<file path="src/hdl/gror_pkg.sv">
// ----------------------------------------------------------------------------
// gror_pkg
// Shared types and constants of the glyph range offset lookup.
// ----------------------------------------------------------------------------
package gror_pkg;

    localparam int CHAR_W     = 8;
    localparam int OFFSET_W   = 16;
    localparam int CFG_DATA_W = 8;
    localparam int COUNT_W    = 5;
    localparam int ROW_SHIFT  = 3;

    typedef logic [1:0] cfg_index_t;

    localparam cfg_index_t REG_CHAR_WIDTH  = 2'd0;
    localparam cfg_index_t REG_CHAR_HEIGHT = 2'd1;
    localparam cfg_index_t REG_RANGE_COUNT = 2'd2;

    localparam logic OP_LOAD   = 1'b0;
    localparam logic OP_LOOKUP = 1'b1;

    typedef struct packed {
        logic [CHAR_W-1:0]   first;
        logic [CHAR_W-1:0]   last;
        logic [OFFSET_W-1:0] base;
    } range_entry_t;

    typedef struct packed {
        logic                start;
        logic [OFFSET_W-1:0] base;
        logic [CHAR_W-1:0]   delta;
        logic [CHAR_W-1:0]   glen;
    } offset_req_t;

    typedef enum logic [1:0] {
        ST_IDLE,
        ST_SCAN,
        ST_MUL,
        ST_FINISH
    } ctrl_state_t;

endpackage

</file>
<file path="src/hdl/gror_if.sv">
// ----------------------------------------------------------------------------
// gror_if
// Channel interfaces: lookup requests, results and configuration writes.
// ----------------------------------------------------------------------------
interface gror_req_if;
    logic        valid;
    logic        ready;
    logic        operation;
    logic [3:0]  entry_index;
    logic [7:0]  range_first;
    logic [7:0]  range_last;
    logic [15:0] range_base;
    logic signed [7:0] character;

    modport source (output valid, operation, entry_index, range_first, range_last,
                    range_base, character, input ready);
    modport sink (input valid, operation, entry_index, range_first, range_last,
                  range_base, character, output ready);
endinterface

interface gror_res_if;
    logic        valid;
    logic        ready;
    logic [15:0] glyph_offset;
    logic        found;

    modport source (output valid, glyph_offset, found, input ready);
    modport sink (input valid, glyph_offset, found, output ready);
endinterface

interface gror_cfg_if;
    logic                     valid;
    logic                     ready;
    gror_pkg::cfg_index_t     index;
    logic [gror_pkg::CFG_DATA_W-1:0] data;

    modport source (output valid, index, data, input ready);
    modport sink (input valid, index, data, output ready);
endinterface

</file>
<file path="src/hdl/gror_table.sv">
// ----------------------------------------------------------------------------
// gror_table
// Range table memory: one write port, one read port with registered data.
// ----------------------------------------------------------------------------
module gror_table #(
    parameter int DEPTH = 16,
    parameter int IDX_W = 4
) (
    input  logic                   clk,
    input  logic                   wr_en,
    input  logic [IDX_W-1:0]       wr_addr,
    input  gror_pkg::range_entry_t wr_data,
    input  logic                   rd_en,
    input  logic [IDX_W-1:0]       rd_addr,
    output gror_pkg::range_entry_t rd_data
);

    gror_pkg::range_entry_t mem [DEPTH];

    always_ff @(posedge clk)
    begin
        if (wr_en)
        begin
            mem[wr_addr] <= wr_data;
        end
    end

    always_ff @(posedge clk)
    begin
        if (rd_en)
        begin
            rd_data <= mem[rd_addr];
        end
    end

endmodule

</file>
<file path="src/hdl/gror_offset.sv">
// ----------------------------------------------------------------------------
// gror_offset
// Offset unit: base plus character delta times glyph length, registered.
// ----------------------------------------------------------------------------
module gror_offset (
    input  logic                              clk,
    input  gror_pkg::offset_req_t             req,
    output logic [gror_pkg::OFFSET_W-1:0]     offset
);

    logic [gror_pkg::OFFSET_W-1:0] product;
    logic [gror_pkg::OFFSET_W-1:0] offset_reg;

    assign product = gror_pkg::OFFSET_W'(req.delta) * gror_pkg::OFFSET_W'(req.glen);

    always_ff @(posedge clk)
    begin
        if (req.start)
        begin
            offset_reg <= req.base + product;
        end
    end

    assign offset = offset_reg;

endmodule

</file>
<file path="src/hdl/gror_ctrl.sv">
// ----------------------------------------------------------------------------
// gror_ctrl
// Request handling, configuration registers, range scan and result register.
// ----------------------------------------------------------------------------
module gror_ctrl #(
    parameter int MAX_RANGES = 16,
    parameter int IDX_W      = 4,
    parameter int CNT_W      = 5
) (
    input  logic                              clk,
    input  logic                              rst_n,
    gror_req_if.sink                          request,
    gror_res_if.source                        result,
    gror_cfg_if.sink                          cfg,
    output logic                              tbl_wr_en,
    output logic [IDX_W-1:0]                  tbl_wr_addr,
    output gror_pkg::range_entry_t            tbl_wr_data,
    output logic                              tbl_rd_en,
    output logic [IDX_W-1:0]                  tbl_rd_addr,
    input  gror_pkg::range_entry_t            tbl_rd_data,
    output gror_pkg::offset_req_t             off_req,
    input  logic [gror_pkg::OFFSET_W-1:0]     off_value
);

    localparam logic [8:0] MAX9 = 9'(MAX_RANGES);

    gror_pkg::ctrl_state_t state_reg, state_next;

    logic [gror_pkg::CHAR_W-1:0]   width_reg;
    logic [gror_pkg::CHAR_W-1:0]   height_reg;
    logic [gror_pkg::COUNT_W-1:0]  count_reg;

    logic [CNT_W-1:0]              issue_reg, issue_next;
    logic [CNT_W-1:0]              limit_reg, limit_next;
    logic                          pend_reg, pend_next;
    logic                          hit_reg, hit_next;
    logic [gror_pkg::CHAR_W-1:0]   char_reg, char_next;
    logic [gror_pkg::CHAR_W-1:0]   glen_reg, glen_next;
    logic [gror_pkg::CHAR_W-1:0]   delta_reg, delta_next;
    logic [gror_pkg::OFFSET_W-1:0] base_reg, base_next;

    logic                          out_valid_reg, out_valid_next;
    logic [gror_pkg::OFFSET_W-1:0] out_offset_reg, out_offset_next;
    logic                          out_found_reg, out_found_next;

    logic                          req_accept;
    logic                          issue;
    logic                          match;
    logic [8:0]                    count9;
    logic [8:0]                    entry9;
    logic [8:0]                    limit9;
    logic [gror_pkg::OFFSET_W-1:0] glen_full;

    assign req_accept = request.valid && request.ready;
    assign count9     = 9'(count_reg);
    assign entry9     = 9'(request.entry_index);
    assign limit9     = (count9 > MAX9) ? MAX9 : count9;
    assign glen_full  = gror_pkg::OFFSET_W'(width_reg)
                      * gror_pkg::OFFSET_W'(height_reg >> gror_pkg::ROW_SHIFT);

    assign tbl_wr_en   = req_accept && (request.operation == gror_pkg::OP_LOAD)
                       && (entry9 < MAX9);
    assign tbl_wr_addr = entry9[IDX_W-1:0];
    assign tbl_wr_data = '{first: request.range_first, last: request.range_last,
                           base: request.range_base};

    assign issue       = (state_reg == gror_pkg::ST_SCAN) && (issue_reg < limit_reg);
    assign tbl_rd_en   = issue;
    assign tbl_rd_addr = issue_reg[IDX_W-1:0];

    // Negative codes never fall inside a range.
    assign match = pend_reg && !char_reg[gror_pkg::CHAR_W-1]
                 && (char_reg >= tbl_rd_data.first) && (char_reg <= tbl_rd_data.last);

    assign off_req = '{start: (state_reg == gror_pkg::ST_MUL), base: base_reg,
                       delta: delta_reg, glen: glen_reg};

    assign cfg.ready           = 1'b1;
    assign result.valid        = out_valid_reg;
    assign result.glyph_offset = out_offset_reg;
    assign result.found        = out_found_reg;

    always_ff @(posedge clk or negedge rst_n)
    begin
        if (!rst_n)
        begin
            width_reg  <= 8'd8;
            height_reg <= 8'd8;
            count_reg  <= '0;
        end
        else if (cfg.valid && cfg.ready)
        begin
            unique case (cfg.index)
                gror_pkg::REG_CHAR_WIDTH:  width_reg  <= cfg.data;
                gror_pkg::REG_CHAR_HEIGHT: height_reg <= cfg.data;
                gror_pkg::REG_RANGE_COUNT: count_reg  <= cfg.data[gror_pkg::COUNT_W-1:0];
                default:                   ;
            endcase
        end
    end

    always_ff @(posedge clk or negedge rst_n)
    begin
        if (!rst_n)
        begin
            state_reg     <= gror_pkg::ST_IDLE;
            out_valid_reg <= 1'b0;
            pend_reg      <= 1'b0;
            issue_reg     <= '0;
        end
        else
        begin
            state_reg     <= state_next;
            out_valid_reg <= out_valid_next;
            pend_reg      <= pend_next;
            issue_reg     <= issue_next;
        end
    end

    always_ff @(posedge clk)
    begin
        limit_reg      <= limit_next;
        hit_reg        <= hit_next;
        char_reg       <= char_next;
        glen_reg       <= glen_next;
        delta_reg      <= delta_next;
        base_reg       <= base_next;
        out_offset_reg <= out_offset_next;
        out_found_reg  <= out_found_next;
    end

    always_comb
    begin
        state_next      = state_reg;
        issue_next      = issue_reg;
        limit_next      = limit_reg;
        pend_next       = 1'b0;
        hit_next        = hit_reg;
        char_next       = char_reg;
        glen_next       = glen_reg;
        delta_next      = delta_reg;
        base_next       = base_reg;
        out_offset_next = out_offset_reg;
        out_found_next  = out_found_reg;
        out_valid_next  = out_valid_reg && !result.ready;
        request.ready   = 1'b0;

        unique case (state_reg)
            gror_pkg::ST_IDLE:
            begin
                request.ready = 1'b1;
                if (req_accept)
                begin
                    hit_next   = 1'b0;
                    char_next  = request.character;
                    glen_next  = glen_full[gror_pkg::CHAR_W-1:0];
                    limit_next = limit9[CNT_W-1:0];
                    issue_next = '0;
                    if (request.operation == gror_pkg::OP_LOOKUP)
                    begin
                        state_next = gror_pkg::ST_SCAN;
                    end
                    else
                    begin
                        state_next = gror_pkg::ST_FINISH;
                    end
                end
            end

            gror_pkg::ST_SCAN:
            begin
                priority if (match)
                begin
                    hit_next   = 1'b1;
                    delta_next = char_reg - tbl_rd_data.first;
                    base_next  = tbl_rd_data.base;
                    state_next = gror_pkg::ST_MUL;
                end
                else if (issue)
                begin
                    pend_next  = 1'b1;
                    issue_next = issue_reg + CNT_W'(1);
                end
                else if (!pend_reg)
                begin
                    state_next = gror_pkg::ST_FINISH;
                end
                else
                begin
                    state_next = gror_pkg::ST_SCAN;
                end
            end

            gror_pkg::ST_MUL:
            begin
                state_next = gror_pkg::ST_FINISH;
            end

            gror_pkg::ST_FINISH:
            begin
                if (!out_valid_reg || result.ready)
                begin
                    out_valid_next  = 1'b1;
                    out_found_next  = hit_reg && (off_value != '0);
                    out_offset_next = hit_reg ? off_value : '0;
                    state_next      = gror_pkg::ST_IDLE;
                end
            end

            default:
            begin
                state_next = gror_pkg::ST_IDLE;
            end
        endcase
    end

endmodule

</file>
<file path="src/hdl/glyph_range_offset_lookup_top.sv">
// ----------------------------------------------------------------------------
// glyph_range_offset_lookup_top
// Looks up the glyph byte offset of a character in a table of code ranges.
//
//   Channel   Direction  Transaction
//   request   in         load one range entry or look up one character
//   result    out        glyph_offset and found, one per request
//   cfg       in         write char_width, char_height or range_count
//
// A load goes from acceptance straight to the result register. A lookup reads
// its n searched entries one at a time, n = range_count capped at MAX_RANGES,
// stops at the first match and registers its offset; with no match it misses.
// The table memory's single read port sets this scan length.
// Reset sets only FSM and config registers; table entries start undefined.
// A stalled result holds in the output register while the next request runs.
// ----------------------------------------------------------------------------
module glyph_range_offset_lookup_top #(
    parameter int MAX_RANGES = 16
) (
    input  logic       clk,
    input  logic       rst_n,
    gror_req_if.sink   request,
    gror_res_if.source result,
    gror_cfg_if.sink   cfg
);

    localparam int IDX_W = (MAX_RANGES > 1) ? $clog2(MAX_RANGES) : 1;
    localparam int CNT_W = $clog2(MAX_RANGES + 1);

    logic                          tbl_wr_en;
    logic [IDX_W-1:0]              tbl_wr_addr;
    gror_pkg::range_entry_t        tbl_wr_data;
    logic                          tbl_rd_en;
    logic [IDX_W-1:0]              tbl_rd_addr;
    gror_pkg::range_entry_t        tbl_rd_data;
    gror_pkg::offset_req_t         off_req;
    logic [gror_pkg::OFFSET_W-1:0] off_value;

    gror_ctrl #(
        .MAX_RANGES (MAX_RANGES),
        .IDX_W      (IDX_W),
        .CNT_W      (CNT_W)
    ) u_ctrl (
        .clk         (clk),
        .rst_n       (rst_n),
        .request     (request),
        .result      (result),
        .cfg         (cfg),
        .tbl_wr_en   (tbl_wr_en),
        .tbl_wr_addr (tbl_wr_addr),
        .tbl_wr_data (tbl_wr_data),
        .tbl_rd_en   (tbl_rd_en),
        .tbl_rd_addr (tbl_rd_addr),
        .tbl_rd_data (tbl_rd_data),
        .off_req     (off_req),
        .off_value   (off_value)
    );

    gror_table #(
        .DEPTH (MAX_RANGES),
        .IDX_W (IDX_W)
    ) u_table (
        .clk     (clk),
        .wr_en   (tbl_wr_en),
        .wr_addr (tbl_wr_addr),
        .wr_data (tbl_wr_data),
        .rd_en   (tbl_rd_en),
        .rd_addr (tbl_rd_addr),
        .rd_data (tbl_rd_data)
    );

    gror_offset u_offset (
        .clk    (clk),
        .req    (off_req),
        .offset (off_value)
    );

endmodule

</file>
<file path="src/flat_wrapper.sv">
// flat-port wrapper written by rule: the top's interface ports become plain ports
module glyph_range_offset_lookup_top_flat 
#(
    parameter int MAX_RANGES = 16
)
  (clk, rst_n, request_valid, request_operation, request_entry_index, request_range_first, request_range_last, request_range_base, request_character, request_ready, result_valid, result_glyph_offset, result_found, result_ready, cfg_valid, cfg_index, cfg_data, cfg_ready);
  gror_req_if request_i ();
  gror_res_if result_i ();
  gror_cfg_if cfg_i ();
  input  logic clk;
  input  logic rst_n;
  input wire logic [$bits(request_i.valid)-1:0] request_valid;
  input wire logic [$bits(request_i.operation)-1:0] request_operation;
  input wire logic [$bits(request_i.entry_index)-1:0] request_entry_index;
  input wire logic [$bits(request_i.range_first)-1:0] request_range_first;
  input wire logic [$bits(request_i.range_last)-1:0] request_range_last;
  input wire logic [$bits(request_i.range_base)-1:0] request_range_base;
  input wire logic [$bits(request_i.character)-1:0] request_character;
  output wire logic [$bits(request_i.ready)-1:0] request_ready;
  output wire logic [$bits(result_i.valid)-1:0] result_valid;
  output wire logic [$bits(result_i.glyph_offset)-1:0] result_glyph_offset;
  output wire logic [$bits(result_i.found)-1:0] result_found;
  input wire logic [$bits(result_i.ready)-1:0] result_ready;
  input wire logic [$bits(cfg_i.valid)-1:0] cfg_valid;
  input wire logic [$bits(cfg_i.index)-1:0] cfg_index;
  input wire logic [$bits(cfg_i.data)-1:0] cfg_data;
  output wire logic [$bits(cfg_i.ready)-1:0] cfg_ready;
  assign request_i.valid = request_valid;
  assign request_i.operation = request_operation;
  assign request_i.entry_index = request_entry_index;
  assign request_i.range_first = request_range_first;
  assign request_i.range_last = request_range_last;
  assign request_i.range_base = request_range_base;
  assign request_i.character = request_character;
  assign request_ready = request_i.ready;
  assign result_valid = result_i.valid;
  assign result_glyph_offset = result_i.glyph_offset;
  assign result_found = result_i.found;
  assign result_i.ready = result_ready;
  assign cfg_i.valid = cfg_valid;
  assign cfg_i.index = cfg_index;
  assign cfg_i.data = cfg_data;
  assign cfg_ready = cfg_i.ready;
  glyph_range_offset_lookup_top #(.MAX_RANGES(MAX_RANGES)) u_core (.clk(clk), .rst_n(rst_n), .request(request_i), .result(result_i), .cfg(cfg_i));
endmodule
</file>
<file path="config.mk">
export PLATFORM = sky130hd
export DESIGN_NAME = glyph_range_offset_lookup_top_flat
export DESIGN_NICKNAME = d
export VERILOG_FILES = /design/src/hdl/gror_pkg.sv /design/src/hdl/gror_if.sv /design/src/hdl/gror_table.sv /design/src/hdl/gror_offset.sv /design/src/hdl/gror_ctrl.sv /design/src/hdl/glyph_range_offset_lookup_top.sv /design/src/flat_wrapper.sv
export SDC_FILE = /design/constraint.sdc
export NUM_CORES = 1
export LEC_CHECK = 0
export ABC_CLOCK_PERIOD_IN_PS = 11100
export BUFFER_PORTS_ARGS = -buffer_cell sky130_fd_sc_hd__clkbuf_2
export CORE_ASPECT_RATIO = 1.4
export CORE_UTILIZATION = 45
export CTS_BUF_LIST = sky130_fd_sc_hd__clkbuf_2
export DETAILED_ROUTE_END_ITERATION = 7
export PLACE_DENSITY_LB_ADDON = 0.08
export SLEW_MARGIN = 25
export SYNTH_ARGS = -nofsm -noshare
export SYNTH_HDL_FRONTEND = slang
export SYNTH_HIERARCHICAL = 1
export SYNTH_SLANG_ARGS = --single-unit
</file>
<file path="constraint.sdc">
create_clock -name clk -period 11.1 [get_ports clk]
set_input_delay 0.555 -clock clk [delete_from_list [all_inputs] [get_ports clk]]
set_output_delay 0.555 -clock clk [all_outputs]
set_load 0.02 [all_outputs]
</file>
==> flow_summary.json, run 1 <==
{
  "status": "complete, no violations",
  "top_register": "u_core/u_table/mem",
  "synthSimpleGateAreaFrac": 0.04628,
  "grt_max_degree": 59,
  "slowest_delay_ps": 550,
  "cp_top_family": "adder cells",
  "met3_usage": 0.05355,
  "startpoint_type": "register",
  "routed_wl_um": 66050,
  "cts_sinks": 650,
  "timing.final.ws_setup_ps": 6598,
  "rsz0062_at_grt": "no",
  "use_met1": 0.2620,
  "synth_compound_area_frac": 0.03397,
  "path_max_fanout": 8,
  "antenna_found_initial": 8,
  "cpMostUsedCell": "fa_1",
  "dpl_worst_slack_ps": 6608,
  "largestRegisters": "u_core/u_table/mem: 512 flops, u_core/u_table/rd_data: 32 flops",
  "syn2layout_area_growth_pct": 12.72,
  "synthArstFlopShare": 0.04154,
  "cts_tree": "done",
  "worstMarginPinSlew_ps": 938.6,
  "root_buffer": "clkbuf_2",
  "cts_htree_levels": 4,
  "gp_congestion": 0.8650,
  "synth_area_leader_cell": "edfxtp_1",
  "synth-adder-area-share": 0.07345,
  "synth_xor_area_frac": 0.007780,
  "seq_power_share": 0.393,
  "core_mm2": 0.06189,
  "power.share.clock": 0.184,
  "postCtsSetupRepairBufs": 0,
  "drive_above_1_share": 0.2754,
  "crit_type": "reg -> reg",
  "synth_fp_nets": 1761,
  "syn_avg_cell_area_um2": 17.89,
  "grt_pass1_vias": 15956,
  "dp_hpwl_um": 36750,
  "maxSlewViolCount": 0,
  "slew_headroom": 0.3709,
  "fin_crit_sh": 0.4056,
  "wl_per_cell_um": 23.77,
  "synth_top_area_share": 0.6647,
  "fin_skew_ps": 94.19,
  "fillers": 5373,
  "dp_cells": 2417,
  "die_h_um": 297.9,
  "internal_power_uw": 5121,
  "synthCells": 1573,
  "cp.required_ps": 12150,
  "dieArea_mm2": 0.06356,
  "dieWidth_um": 213.4,
  "p_leak_uw": 0.01148,
  "ys_ff_latch": 650,
  "min_path_type": "in -> reg",
  "grt_overflow": 0,
  "busiest_layer": "met2",
  "stdcell_count": 2779,
  "drc": 0,
  "multi_input_area_mm2": 0.007830,
  "synth.mux.area_fraction": 0.1118,
  "start_util": 0.4547,
  "fmax_mhz": 222.1,
  "drtIter0Drc": 887,
  "synth_area_leaders": "edfxtp_1 66%, mux4_2 10%, fa_1 4.4%",
  "cts_made_buffers": 158,
  "synth.distinct_cells": 59,
  "hold_buffers": 98,
  "grt_usage": 0.2175,
  "setup_viol": 0,
  "synth_top_family_by_area": "multiplexers",
  "tns_ps": 0,
  "grt_pass1_wl_um": 98270,
  "std_cell_rows": 108,
  "cts_resized": 0,
  "combPwrFrac": 0.423,
  "synth_edf_count": 623,
  "ant_nets": 0,
  "nNetsFinal": 2038,
  "port_buffers": 78,
  "clkSlewWorstSetupHoldPaths_ps": 100,
  "maxCapViolCount": 0,
  "fin_crit_ps": 4502,
  "regArea_mm2": 0.01939,
  "p_per_area_mw_per_mm2": 259.2,
  "cp_slowest_cell": "fa_1",
  "largest_reg_flops": 512,
  "ys.flop_type": "edfxtp_1",
  "yosys_warnings": 6,
  "ctsLongestPathBuffers": 3,
  "hold_violations": 0,
  "vias_per_cell": 5.317,
  "vias": 14776,
  "critPathBufInv": 2,
  "worst_ir_drop_vdd_v": 0.0003928,
  "synthesis.area_mm2": 0.02814,
  "clock_latency_ps": 1340,
  "drtPass1Iterations": 5,
  "crit_path_end_kind": "register",
  "p_switching_uw": 3101,
  "crit_path_cell_trace": "and2_1 -> fa_1 -> fa_1 -> fa_1 -> inv_1 -> fa_1 -> inv_1 -> ha_1 -> a21oi_1 -> nor2_1 -> nor4b_1 -> a31o_2 -> xnor2_1",
  "cp.arrival_ps": 5550,
  "met2_usage": 0.3786,
  "swShare": 0.3772,
  "io_pins": 80,
  "ys_seq_area_frac": 0.6888
}
-- per-stage QoR --
stage | total power, uW | utilization | hold WS (ps) | instance area, um2
global route | 8804 | 0.5126 | 54.08 | 31720
finish | 8222 | 0.5126 | 194.8 | 31720
floorplan | 5828 | - | 259.4 | 28140
detailed placement | 6790 | 0.4749 | 405.4 | 29390
global placement | 6759 | 0.4749 | 402.2 | 29390
CTS | 8366 | 0.5122 | 3.780 | 31700
-- cell type report --
class | count | area share
clock buffers | 227 | 0.03581
flip-flops and latches | 650 | 0.6114
diodes | 8 | 0.0006311
inverters | 141 | 0.01668
well taps | 825 | 0.03254
clock inverters | 29 | 0.005719
multi-input cells | 694 | 0.2468
repair buffers | 205 | 0.05041
-- per-layer routing --
metal,share of wire,vias to the layer above
met5,0.00027,-
met4,0.024,2
met2,0.53,348
met1,0.40,7733
li1,-,6585
met3,0.046,108
-- cells in the mapped netlist, drive strengths merged (10+ instances only) --
cell,count
xnor2,20
dfrtp,25
mux2,18
inv,141
clkbuf,20
and2,61
a21oi,28
nor2b,13
nor2,32
ha,66
mux4,128
fa,62
nand2b,10
nand2,104
buf,68
edfxtp,623
a22oi,64
-- placed cells by master (no fill, tap or decap), types with 20 or more instances in the layout --
cell type / instances
a21oi_1: 26
xnor2_1: 20
mux4_2: 128
edfxtp_1: 623
nand2_1: 104
ha_1: 66
clkbuf_2: 305
buf_4: 29
dfrtp_1: 23
a22oi_1: 64
and2_1: 60
dlygate4sd3_1: 97
fa_1: 62
inv_1: 140
-- final timing paths --
check | from | endpoint | slack (ps) | cells past startpoint
hold reg to reg | u_core/u_table/rd_data[8] | u_core/u_ctrl/base_reg[8] | 410 | 0
setup / recovery | u_core/u_ctrl/delta_reg[3] | u_core/u_offset/offset[15] | 6600 | 13
setup reg to reg | u_core/u_ctrl/delta_reg[3] | u_core/u_offset/offset[15] | 6600 | 13
max in group asynchronous | rst_n | u_core/u_ctrl/issue_reg[1] | 10430 | 4
min in group asynchronous | rst_n | u_core/u_ctrl/result.valid | 370 | 4
hold / removal | request_range_first[7] | u_core/u_table/mem[3][31] | 190 | 2
-- logic make-up (layout without fill, tap and decap cells) --
| kind of cell | Yosys count | after routing |
|---|---|---|
| xor+xnor | 25 | 25 |
| compound gates | 129 | 129 |
| buf+inv | 229 | 602 |
| flops | 650 | 650 |
| mux | 152 | 152 |
| simple gates | 259 | 259 |
| fa+ha+maj | 128 | 128 |
| other cells | 1 | 9 |
-- power by group through the flow --
stage / clock, uW / sequential (uW) / combinational [uW]
CTS: 1580 / 3240 / 3550
floorplan: 0 / 3200 / 2630
detailed placement: 0 / 3290 / 3500
finish: 1510 / 3230 / 3480
global placement: 0 / 3290 / 3470
global route: 1690 / 3260 / 3850
No activity file was read; power rests on OpenSTA's default activity.
==> run 2, diff against run 1 <==
- ABC_CLOCK_PERIOD_IN_PS: 11100 -> 4270
- clock period: 11.1 -> 4.27 ns (I/O delays scaled with it)
==> run 2 against run 1 <==
Compared with the run above:
- clock power grew to 2.6 times the previous value
- cell area grew 3.8%
- worst hold slack gained 33 ps
- worst setup slack lost 6600 ps
- sequential share of layout area shrank 2.2 points
- maximum frequency grew 6.3%
- utilization grew 1.9 points
- critical path depth grew 2
- largest cell class unchanged
- clock-buffer cell count is the same
- sequential cell count is the same
- total power grew to 2.8 times the previous value
- combinational power grew to 3.1 times the previous value
- critical path type unchanged
==> flow_summary.json, run 2 (same netlist as run 1, synthesis figures left out) <==
{
  "io_pins": 80,
  "std_cell_rows": 108,
  "grt_pass1_vias": 16481,
  "wl_per_cell_um": 23.35,
  "core_mm2": 0.06189,
  "timing.final.ws_setup_ps": 35.22,
  "min_path_cells": 4,
  "p_per_area_mw_per_mm2": 702.8,
  "path_max_fanout": 6,
  "r2r-start": "u_core/u_ctrl/delta_reg[5]",
  "vias_per_cell": 5.223,
  "reg2reg_slack_ps": 40,
  "place_area_mm2": 0.02982,
  "clkSlewWorstSetupHoldPaths_ps": 110,
  "cts_tree": "done",
  "routed_wl_um": 67160,
  "vias": 15022,
  "grt_pass1_wl_um": 100000,
  "top_register": "u_core/u_table/mem",
  "dpl_worst_slack_ps": -77.71,
  "cp.arrival_ps": 5260,
  "antenna_found_initial": 4,
  "cts_htree_levels": 4,
  "port_buffers": 78,
  "fin_crit_ps": 4235,
  "postLayoutCellArea_mm2": 0.03291,
  "nNetsFinal": 2122,
  "dieWidth_um": 213.4,
  "grt_max_degree": 103,
  "cp.required_ps": 5300,
  "hold_path_end": "u_core/u_table/mem[2][6]",
  "p_leak_uw": 0.01195,
  "final_cell_mix": "623 x edfxtp_1, 305 x clkbuf_2, 133 x inv_1",
  "drc": 0,
  "worst_ir_drop_vdd_v": 0.001099,
  "ctsLongestPathBuffers": 3,
  "die_h_um": 297.9,
  "cts_made_buffers": 158,
  "largestRegisters": "u_core/u_table/mem: 512 flops, u_core/u_table/rd_data: 32 flops",
  "cts_sinks": 650,
  "clock_latency_ps": 1310,
  "r2r_end": "u_core/u_offset/offset[15]",
  "setup_viol": 0,
  "startpoint_type": "register",
  "ant_nets": 0,
  "min_path_type": "in -> reg",
  "crit_path_end_kind": "register",
  "hold_violations": 0,
  "grt_usage": 0.2214,
  "status": "complete, no violations",
  "dieArea_mm2": 0.06356,
  "gp_congestion": 0.8482,
  "maxCapViolCount": 0,
  "hold_path_startpoint": "request_entry_index[1]",
  "drive_above_1_share": 0.3045,
  "root_buffer": "clkbuf_2",
  "fmax_mhz": 236.1,
  "rsz0062_at_grt": "yes",
  "largest_reg_flops": 512,
  "fin_crit_sh": 0.9918,
  "grt_overflow": 0,
  "r2r_cells": 15,
  "dp_hpwl_um": 40850,
  "drtIter0Drc": 910,
  "start_util": 0.4547,
  "fin_skew_ps": 76.99,
  "mostFrequentLayoutCell": "edfxtp_1",
  "worstMarginPinSlew_ps": 1002,
  "maxSlewViolCount": 0,
  "slew_headroom": 0.3305,
  "drtPass1Iterations": 5,
  "syn2layout_area_growth_pct": 16.94,
  "crit_type": "reg -> reg"
}
run 2: power breakdown:
group | leakage (uW) | internal, uW | switching (uW)
logic | 0.00494 | 5040 | 5770
clock network | 0.00105 | 1540 | 2420
registers | 0.00596 | 7950 | 411
run 2: routing by layer:
layer,GRT usage,wire [um]
met1,0.2555,25820
met3,0.05270,2955
met5,0,0
met2,0.3868,35870
met4,0.09847,2520
run 2: worst max-delay path by stage:
stage	end	cells past startpoint	slack, ps	from
after floorplan	u_core/u_offset/offset[15]	13	100	u_core/u_ctrl/glen_reg[7]
after global placement	u_core/u_offset/offset[15]	14	-20	u_core/u_ctrl/glen_reg[6]
after detailed placement	u_core/u_offset/offset[15]	14	-80	u_core/u_ctrl/glen_reg[5]
after CTS	u_core/u_offset/offset[15]	14	10	u_core/u_ctrl/delta_reg[2]
after global routing	u_core/u_offset/offset[15]	15	-100	u_core/u_ctrl/delta_reg[5]
final	u_core/u_offset/offset[15]	15	40	u_core/u_ctrl/delta_reg[5]
run 2: layout make-up:
type | count | area [um2]
clock inverter | 45 | 245.2
clock buffer | 227 | 1136
timing repair buffer | 289 | 2550
inverter | 141 | 529.3
antenna | 5 | 12.51
multi-input combinational | 694 | 8013
tap | 825 | 1032
sequential | 650 | 19390
fill | 5222 | 28980
run 2: what timing repair did:
| action | CTS | global route |
|---|---|---|
| setup buffers | 5 | 11 |
| setup endpoints to repair | 5 | 7 |
| cloned | 0 | 0 |
| gates resized for setup | 12 | 40 |
| hold endpoints to repair | 1124 | 0 |
| pin swaps | 6 | 33 |
| hold buffers | 133 | 0 |
run 2: metrics by stage:
step	std cells	total power [uW]	setup TNS [ps]	hold WS (ps)	utilization
6_report	2876	23130	0	227.5	0.5318
5_1_grt	2876	24740	-319.3	58.67	0.5318
4_1_cts	2859	22840	0	19.32	0.5275
3_5_place_dp	2449	18330	-304.9	340.6	0.4819
3_3_place_gp	2448	18250	-67.77	334.3	0.4814
2_1_floorplan	1573	15150	0	-82.09	-
run 2: worst max-delay path: stages, from the launching register on:
cell and delay (ps):
edfxtp_1 540, buf_6 180, nand2_1 70, fa_1 430, fa_1 510, inv_2 40
fa_1 530, inv_1 50, fa_1 510, inv_2 50, ha_4 270, o21a_1 130
o31a_4 180, o2111ai_2 120, a31o_2 270, xnor2_1 110
